$ cat config.mk
export PLATFORM = sky130hd
export DESIGN_NAME = sequence_reorder_buffer
export DESIGN_NICKNAME = d
export VERILOG_FILES = /design/src/rtl/srb_pkg.sv /design/src/rtl/sequence_reorder_buffer.sv /design/src/rtl/srb_ctrl.sv /design/src/rtl/srb_datapath.sv
export VERILOG_INCLUDE_DIRS = /design/src /design/src/rtl
export SDC_FILE = /design/constraint.sdc
export NUM_CORES = 2
export LEC_CHECK = 0
export BUFFER_PORTS_ARGS = -buffer_cell sky130_fd_sc_hd__buf_2
export CAP_MARGIN = 20
export CELL_PAD_IN_SITES_DETAIL_PLACEMENT = 1
export CELL_PAD_IN_SITES_GLOBAL_PLACEMENT = 2
export CORE_MARGIN = 3
export CORE_UTILIZATION = 51
export CTS_CLUSTER_DIAMETER = 150
export CTS_CLUSTER_SIZE = 8
export DETAILED_ROUTE_END_ITERATION = 8
export HOLD_SLACK_MARGIN = 0.06
export PLACE_DENSITY = 0.92
export SLEW_MARGIN = 10
export SYNTH_ARGS = -nofsm -noshare
export SYNTH_HDL_FRONTEND = slang
export SYNTH_SLANG_ARGS = --single-unit
$ cat constraint.sdc
create_clock -name clk -period 11.3 [get_ports clk]
set_input_delay 0 -clock clk [delete_from_list [all_inputs] [get_ports clk]]
set_output_delay 0 -clock clk [all_outputs]
set_load 0.03 [all_outputs]
$ cat src/rtl/sequence_reorder_buffer_assert.svh
// Assertion macros for the reorder buffer top level.
`ifndef SEQUENCE_REORDER_BUFFER_ASSERT_SVH
`define SEQUENCE_REORDER_BUFFER_ASSERT_SVH

// Same-cycle implication, checked out of reset.
`define SRB_ASSERT_NOW(lbl, ante, cons, msg) \
  lbl: assert property (@(posedge clk) disable iff (!rst_n) (ante) |-> (cons)) \
    else $error(msg);

// Next-cycle implication, checked out of reset.
`define SRB_ASSERT_NEXT(lbl, ante, cons, msg) \
  lbl: assert property (@(posedge clk) disable iff (!rst_n) (ante) |=> (cons)) \
    else $error(msg);

`endif

$ cat src/rtl/srb_pkg.sv
// Shared types and constants for the sequence reorder buffer.
package srb_pkg;

  localparam int WindowDefault       = 16;
  localparam int PayloadBytesDefault = 8;
  localparam int MaxFlush            = 16;

  localparam logic KIND_INSERT = 1'b0;
  localparam logic KIND_FLUSH  = 1'b1;

  typedef enum logic [1:0] {
    INS_STORED = 2'd0,
    INS_DUP    = 2'd1,
    INS_OLD    = 2'd2,
    INS_JUMP   = 2'd3
  } ins_status_t;

  typedef enum logic [2:0] {
    S_IDLE,
    S_INS_SHOW,
    S_FL_READ,
    S_FL_EVAL,
    S_FL_SHOW
  } state_t;

  typedef struct packed {
    logic ins_exec;    // run insert on the accepted item
    logic fl_start;    // capture capacity, clear flush totals
    logic load_pkt;    // load head packet into output, shift window
    logic load_empty;  // load empty flush result
    logic mark;        // settle last flag of held packet result
  } cmd_t;

  typedef struct packed {
    logic go;          // head packet may be emitted
    logic first;       // nothing emitted yet in this flush
    logic last;        // held result is the final one
  } sts_t;

endpackage

$ cat src/rtl/sequence_reorder_buffer.sv
// Top level of the sequence reorder buffer: controller plus window datapath.
// Insert: the result is offered the cycle after accept; no new item is taken until it is accepted.
// Flush: each result passes S_FL_READ (slot memory read) and S_FL_EVAL before it is
//   offered in S_FL_SHOW; each further packet is loaded on the previous accept.
// Reset (synchronous, rst_n low): window empty, expected number 0.
`include "sequence_reorder_buffer_assert.svh"
module sequence_reorder_buffer
  import srb_pkg::*;
#(
  parameter int WINDOW        = WindowDefault,
  parameter int PAYLOAD_BYTES = PayloadBytesDefault
) (
  input  logic        clk,
  input  logic        rst_n,
  input  logic        in_valid,
  output logic        in_ready,
  input  logic        in_kind,
  input  logic [15:0] in_seq_number,
  input  logic [63:0] in_payload,
  input  logic [3:0]  in_payload_len,
  input  logic [15:0] in_byte_capacity,
  output logic        out_valid,
  input  logic        out_ready,
  output logic [1:0]  out_status,
  output logic        out_packet_valid,
  output logic [15:0] out_packet_seq,
  output logic [63:0] out_packet_data,
  output logic [3:0]  out_packet_len,
  output logic [15:0] out_bytes_so_far,
  output logic [4:0]  out_packets_so_far,
  output logic [15:0] out_next_expected,
  output logic        out_last
);

  cmd_t cmd;
  sts_t sts;

  srb_ctrl u_ctrl (
    .clk       (clk),
    .rst_n     (rst_n),
    .in_valid  (in_valid),
    .in_kind   (in_kind),
    .in_ready  (in_ready),
    .out_valid (out_valid),
    .out_ready (out_ready),
    .sts       (sts),
    .cmd       (cmd)
  );

  srb_datapath #(
    .WINDOW        (WINDOW),
    .PAYLOAD_BYTES (PAYLOAD_BYTES)
  ) u_dp (
    .clk                (clk),
    .rst_n              (rst_n),
    .in_seq_number      (in_seq_number),
    .in_payload         (in_payload),
    .in_payload_len     (in_payload_len),
    .in_byte_capacity   (in_byte_capacity),
    .cmd                (cmd),
    .sts                (sts),
    .out_status         (out_status),
    .out_packet_valid   (out_packet_valid),
    .out_packet_seq     (out_packet_seq),
    .out_packet_data    (out_packet_data),
    .out_packet_len     (out_packet_len),
    .out_bytes_so_far   (out_bytes_so_far),
    .out_packets_so_far (out_packets_so_far),
    .out_next_expected  (out_next_expected),
    .out_last           (out_last)
  );

  `SRB_ASSERT_NOW(a_no_overlap, in_ready, !out_valid, "input taken while result pending")
  `SRB_ASSERT_NOW(a_empty_is_last, out_valid && !out_packet_valid, out_last,
                  "result without packet is not last")
  `SRB_ASSERT_NOW(a_status_is_last, out_valid && (out_status != INS_STORED), out_last,
                  "insert status on a non-final result")
  `SRB_ASSERT_NEXT(a_flush_continues, out_valid && out_ready && !out_last, !in_ready,
                   "flush ended without a last result")

endmodule

$ cat src/rtl/srb_ctrl.sv
// Controller state machine for the sequence reorder buffer.
module srb_ctrl
  import srb_pkg::*;
(
  input  logic clk,
  input  logic rst_n,
  input  logic in_valid,
  input  logic in_kind,
  output logic in_ready,
  output logic out_valid,
  input  logic out_ready,
  input  sts_t sts,
  output cmd_t cmd
);

  state_t state_r, state_nxt;

  always_ff @(posedge clk) begin
    if (!rst_n) begin
      state_r <= S_IDLE;
    end else begin
      state_r <= state_nxt;
    end
  end

  always_comb begin
    state_nxt = state_r;
    case (state_r)
      S_IDLE: begin
        if (in_valid) begin
          state_nxt = (in_kind == KIND_FLUSH) ? S_FL_READ : S_INS_SHOW;
        end
      end
      S_INS_SHOW: begin
        if (out_ready) state_nxt = S_IDLE;
      end
      S_FL_READ: state_nxt = S_FL_EVAL;
      S_FL_EVAL: begin
        if (sts.first && sts.go) state_nxt = S_FL_READ;
        else                     state_nxt = S_FL_SHOW;
      end
      S_FL_SHOW: begin
        if (out_ready) state_nxt = sts.last ? S_IDLE : S_FL_READ;
      end
      default: state_nxt = S_IDLE;
    endcase
  end

  always_comb begin
    in_ready  = 1'b0;
    out_valid = 1'b0;
    cmd       = '0;
    case (state_r)
      S_IDLE: begin
        in_ready = 1'b1;
        if (in_valid) begin
          cmd.ins_exec = (in_kind == KIND_INSERT);
          cmd.fl_start = (in_kind == KIND_FLUSH);
        end
      end
      S_INS_SHOW: out_valid = 1'b1;
      S_FL_READ: ;
      S_FL_EVAL: begin
        if (sts.first) begin
          cmd.load_pkt   = sts.go;
          cmd.load_empty = !sts.go;
        end else begin
          cmd.mark = 1'b1;
        end
      end
      S_FL_SHOW: begin
        out_valid = 1'b1;
        // next packet was already judged to go; take it on the accept
        cmd.load_pkt = out_ready && !sts.last;
      end
      default: ;
    endcase
  end

endmodule

$ cat src/rtl/srb_datapath.sv
// Window storage, insert logic and result registers of the reorder buffer.
module srb_datapath
  import srb_pkg::*;
#(
  parameter int WINDOW        = WindowDefault,
  parameter int PAYLOAD_BYTES = PayloadBytesDefault
) (
  input  logic        clk,
  input  logic        rst_n,
  input  logic [15:0] in_seq_number,
  input  logic [63:0] in_payload,
  input  logic [3:0]  in_payload_len,
  input  logic [15:0] in_byte_capacity,
  input  cmd_t        cmd,
  output sts_t        sts,
  output logic [1:0]  out_status,
  output logic        out_packet_valid,
  output logic [15:0] out_packet_seq,
  output logic [63:0] out_packet_data,
  output logic [3:0]  out_packet_len,
  output logic [15:0] out_bytes_so_far,
  output logic [4:0]  out_packets_so_far,
  output logic [15:0] out_next_expected,
  output logic        out_last
);

  localparam int IW    = $clog2(WINDOW);
  localparam int PW    = PAYLOAD_BYTES * 8;
  localparam int Limit = (WINDOW < MaxFlush) ? WINDOW : MaxFlush;

  // slot store: length over payload, indexed by physical slot
  logic [PW+3:0] mem [WINDOW];
  logic [PW+3:0] rd_data_r;

  logic [WINDOW-1:0] valid_r, valid_nxt;
  logic [IW-1:0]     head_r, head_nxt;
  logic [15:0]       expected_r, expected_nxt;
  logic [15:0]       cap_r;
  logic [15:0]       total_r;
  logic [4:0]        count_r;

  logic [15:0]   off;
  logic [IW:0]   idx_sum;
  logic [IW-1:0] wr_idx;
  logic [3:0]    len_sat;
  logic [63:0]   data_mask;
  logic          wr_en;
  ins_status_t   ins_st;

  logic [3:0]  rd_len;
  logic [16:0] total_sum;

  assign rd_len    = rd_data_r[PW+3:PW];
  assign total_sum = {1'b0, total_r} + 17'(rd_len);

  assign sts.go    = valid_r[head_r] && (count_r < 5'(Limit))
                     && (total_sum <= {1'b0, cap_r});
  assign sts.first = (count_r == 5'd0);
  assign sts.last  = out_last;

  assign off = in_seq_number - expected_r;

  always_comb begin
    len_sat = (in_payload_len > 4'(PAYLOAD_BYTES)) ? 4'(PAYLOAD_BYTES) : in_payload_len;
    for (int b = 0; b < 8; b++) begin
      data_mask[b*8 +: 8] = (4'(b) < len_sat) ? in_payload[b*8 +: 8] : 8'h00;
    end
  end

  always_comb begin
    valid_nxt    = valid_r;
    expected_nxt = expected_r;
    head_nxt     = head_r;
    wr_en        = 1'b0;
    ins_st       = INS_STORED;
    idx_sum      = {1'b0, head_r} + (IW+1)'(off[IW-1:0]);
    if (idx_sum >= (IW+1)'(WINDOW)) idx_sum = idx_sum - (IW+1)'(WINDOW);
    wr_idx = idx_sum[IW-1:0];

    if (cmd.ins_exec) begin
      if (off[15]) begin
        ins_st = INS_OLD;
      end else if (off >= 16'(WINDOW)) begin
        // far ahead: drop the window and restart it at this number
        valid_nxt         = '0;
        valid_nxt[head_r] = 1'b1;
        expected_nxt      = in_seq_number;
        wr_idx            = head_r;
        wr_en             = 1'b1;
        ins_st            = INS_JUMP;
      end else if (valid_r[wr_idx]) begin
        ins_st = INS_DUP;
      end else begin
        valid_nxt[wr_idx] = 1'b1;
        wr_en             = 1'b1;
      end
    end

    if (cmd.load_pkt) begin
      valid_nxt[head_r] = 1'b0;
      expected_nxt      = expected_r + 16'd1;
      head_nxt          = (head_r == IW'(WINDOW - 1)) ? '0 : head_r + IW'(1);
    end
  end

  always_ff @(posedge clk) begin
    if (wr_en) mem[wr_idx] <= {len_sat, data_mask[PW-1:0]};
    rd_data_r <= mem[head_r];
  end

  always_ff @(posedge clk) begin
    if (!rst_n) begin
      valid_r    <= '0;
      head_r     <= '0;
      expected_r <= '0;
      total_r    <= '0;
      count_r    <= '0;
      out_last   <= 1'b0;
    end else begin
      valid_r    <= valid_nxt;
      head_r     <= head_nxt;
      expected_r <= expected_nxt;
      if (cmd.fl_start) begin
        total_r <= '0;
        count_r <= '0;
      end else if (cmd.load_pkt) begin
        total_r <= total_sum[15:0];
        count_r <= count_r + 5'd1;
      end
      if (cmd.ins_exec || cmd.load_empty) out_last <= 1'b1;
      else if (cmd.load_pkt)              out_last <= 1'b0;
      else if (cmd.mark)                  out_last <= !sts.go;
    end
  end

  always_ff @(posedge clk) begin
    if (cmd.fl_start) cap_r <= in_byte_capacity;
    if (cmd.ins_exec || cmd.load_empty) begin
      out_status         <= cmd.ins_exec ? ins_st : INS_STORED;
      out_packet_valid   <= 1'b0;
      out_packet_seq     <= '0;
      out_packet_data    <= '0;
      out_packet_len     <= '0;
      out_bytes_so_far   <= '0;
      out_packets_so_far <= '0;
      out_next_expected  <= expected_nxt;
    end else if (cmd.load_pkt) begin
      out_status         <= INS_STORED;
      out_packet_valid   <= 1'b1;
      out_packet_seq     <= expected_r;
      out_packet_data    <= 64'(rd_data_r[PW-1:0]);
      out_packet_len     <= rd_len;
      out_bytes_so_far   <= total_sum[15:0];
      out_packets_so_far <= count_r + 5'd1;
      out_next_expected  <= expected_nxt;
    end
  end

endmodule
==> flow_summary.yaml <==
clock_network:
  cts.sinks: 1357
  cts_hold_buf: 123
  post_cts_buffers: 0
  postCtsResizedCells: 0
  htreeDepth: 4
  cts_tree: "done"
  clk_latency_ps: 780
  cts.clk_slew.worst_paths_ps: 60
  clockRootBuffer: "clkbuf_16"
  numCtsBuffers: 187
  clockBufferDepth: 3
synthesis:
  synth_flop_cell: "edfxtp_1"
  ys_async_sr_fraction_pct: 0
  postSynthAreaPerCell_um2: 18.4
  syn_area_mm2: 0.0525
  synth_cells: 2853
  synth_cell_types: 68
  synth-edff-count: 1122
  ys_seq_area_share_pct: 73.1
  yosysWarnings: 0
  ys_ff_latch: 1357
  synth_nets: 3006
die:
  start_util_pct: 51.5
  die_x_um: 327
  dieArea_mm2: 0.107
  coreArea_mm2: 0.102
  fp-row-count: 117
  ioPinCount: 232
  fp.dieH_um: 327
final_layout:
  nets: 3483
  fillers: 8917
  fin_util_pct: 61.0
  mostFrequentLayoutCells: "edfxtp_1 (1122), mux4_2 (348), buf_2 (231), dfxtp_1 (231), nand2_1 (229)"
  area_growth_pct: 18.6
  layout_commonest_cell: "edfxtp_1"
  drive_gt1_share_pct: 26.0
timing:
  rsz0062_at_grt: "false"
  drv_slew: 0
  worst_pin_slew_ps: 1200
  fmax_mhz: 152
  setup_tns_ps: 0
  period_needed_ps: 6560
  fin_crit_sh_pct: 58.1
  maxSlewHeadroom_pct: 20.1
  finalHoldViolCount: 0
  setup_violations: 0
  finalClockSkew_ps: 31.6
pwr:
  p_leak_nw: 20.6
  ir_drop_uv: 144
  p_total_mw: 11.6
  power_density_mw_per_mm2: 186
placement:
  place_congestion: 0.813
  place_hpwl_mm: 77.4
  port_buffers: 231
setup_path:
  crit_arrival_ps: 7190
  crit_type: "flop to flop"
  required_ps: 11920
  end_kind: "flop"
  start_kind: "flop"
  crit_fanout: 62
global_route:
  grt_pass1_vias: 33100
  overflow: 0
  antenna_found_initial: 4
  grt_start_max_net_pins: 170
  grt_use_total_pct: 30.4
  grt_pass1_wl_mm: 235
detailed_routing:
  viasPerCell: 6.42
  drc: 0
  detail_route.iter0.violations: 4170
  drt-total-wl_mm: 162
  antenna_left: 0
  vias: 31100
  detail_route.wl_per_cell_um: 33.4
  detail_route.first_pass.iterations: 6
run_status:
  outcome: "finished, final reports clean"
flow_run:
  maxCapViolCount: 0
worst_hold_path:
  hp-class: "input pin to flop"
power by group:
| part | switching (mW) | total [mW] | internal, mW |
|---|---|---|---|
| sequential | 0.0579 | 5.61 | 5.55 |
| combinational | 0.404 | 0.604 | 0.200 |
| clock | 2.24 | 5.37 | 3.13 |
| total | 2.70 | 11.6 | 8.88 |
kinds of logic after synthesis:
| group | after synthesis | synth area share (%) |
|---|---|---|
| and+or+nand+nor | 568 | 5.11 |
| AOI/OAI and AO/OA | 285 | 3.33 |
| buffers and inverters | 201 | 1.56 |
| DFF | 1357 | 73.1 |
| xor gates and xnor gates | 39 | 0.650 |
| adders and majority gates | 48 | 1.19 |
| muxes | 355 | 15.1 |
critical path, cell delays in order, from the launching register on:
cell,delay (ps)
dfxtp_1,340
ha_1,190
fa_1,220
a21oi_1,90
o21ai_0,410
and3_1,280
and3_1,230
and3_1,270
nand3_1,130
xnor2_1,250
ha_1,300
a2111oi_0,460
o221ai_1,220
o221ai_1,580
a21o_4,500
buf_4,590
buf_4,740
nand4_1,230
xor2_1,200
nor2_1,60
metrics by stage:
stage	worst slack [ps]	hold WS, ps	instance area [um^2]	std cells
6_report	4740	109	62300	4843
4_1_cts	4820	62.0	62000	4810
3_3_place_gp	5080	180	55300	4354
3_5_place_dp	4860	182	55300	4354
2_1_floorplan	4470	98.9	52500	2853
5_1_grt	4470	144	62300	4842
metal layers:
layer	wire length [um]	up-vias	global-route usage (%)
met4	6870	2	12.7
met2	82000	2167	51.0
li1	-	12300	-
met1	58200	16200	38.8
met5	13	-	0
met3	14400	411	6.30
state kept, by name, summed over array words and instances (netlist names), 16 cells and up:
register                cells
u_dp.cap_r                 16
u_dp.expected_r            16
u_dp.mem                 1088
u_dp.out_bytes_so_far      16
u_dp.out_next_expected     16
u_dp.out_packet_data       64
u_dp.out_packet_seq        16
u_dp.rd_data_r             68
u_dp.total_r               16
u_dp.valid_r               16
synth_stat cells (all sizes together), types with 4 or more instances:
cell type,instances,share of area (%)
a2111oi,6,0.14
a211oi,23,0.33
a21o,13,0.19
a21oi,136,1.3
a311oi,5,0.095
a31oi,8,0.095
and2,24,0.29
and3,17,0.20
and4,4,0.067
buf,65,0.59
clkbuf,82,0.59
dfxtp,235,9.0
edfxtp,1122,64
ha,45,1.1
inv,54,0.39
mux2i,4,0.076
mux4,348,15
nand2,229,1.6
nand2b,14,0.17
nand3,21,0.20
nand4,10,0.12
nor2,106,0.76
nor2b,58,0.69
nor3,56,0.54
nor3b,4,0.057
nor4,12,0.21
o2111a,4,0.086
o21a,4,0.057
o21ai,50,0.48
o221ai,4,0.067
o22ai,6,0.071
o31ai,5,0.071
or3,5,0.060
xnor2,13,0.22
xor2,26,0.43
final cells by class:
class / count / area, um^2 / area share [%]
Antenna cell: 1 / 2.50 / 0.00402
Clock buffer: 322 / 5250 / 8.43
Clock inverter: 11 / 191 / 0.307
Inverter: 54 / 203 / 0.325
Multi-Input combinational cell: 1295 / 13500 / 21.6
Sequential cell: 1357 / 38400 / 61.7
Tap cell: 1368 / 1710 / 2.75
Timing Repair Buffer: 435 / 3040 / 4.88
worst paths after layout:
kind,startpoint,endpoint,slack [ps],cells past startpoint
worst max-delay path,u_dp.rd_data_r[64]$_DFF_P_,u_dp.total_r[14]$_SDFFE_PP0N_,4740,19
worst min-delay path,in_seq_number[8],u_dp.expected_r[8]$_SDFF_PN0_,110,4
worst max register to register,u_dp.rd_data_r[64]$_DFF_P_,u_dp.total_r[14]$_SDFFE_PP0N_,4740,19
worst min register to register,u_dp.rd_data_r[61]$_DFF_P_,u_dp.out_packet_data[61]$_SDFFE_PP0N_,450,2
Power figures use the tool's default switching activity.
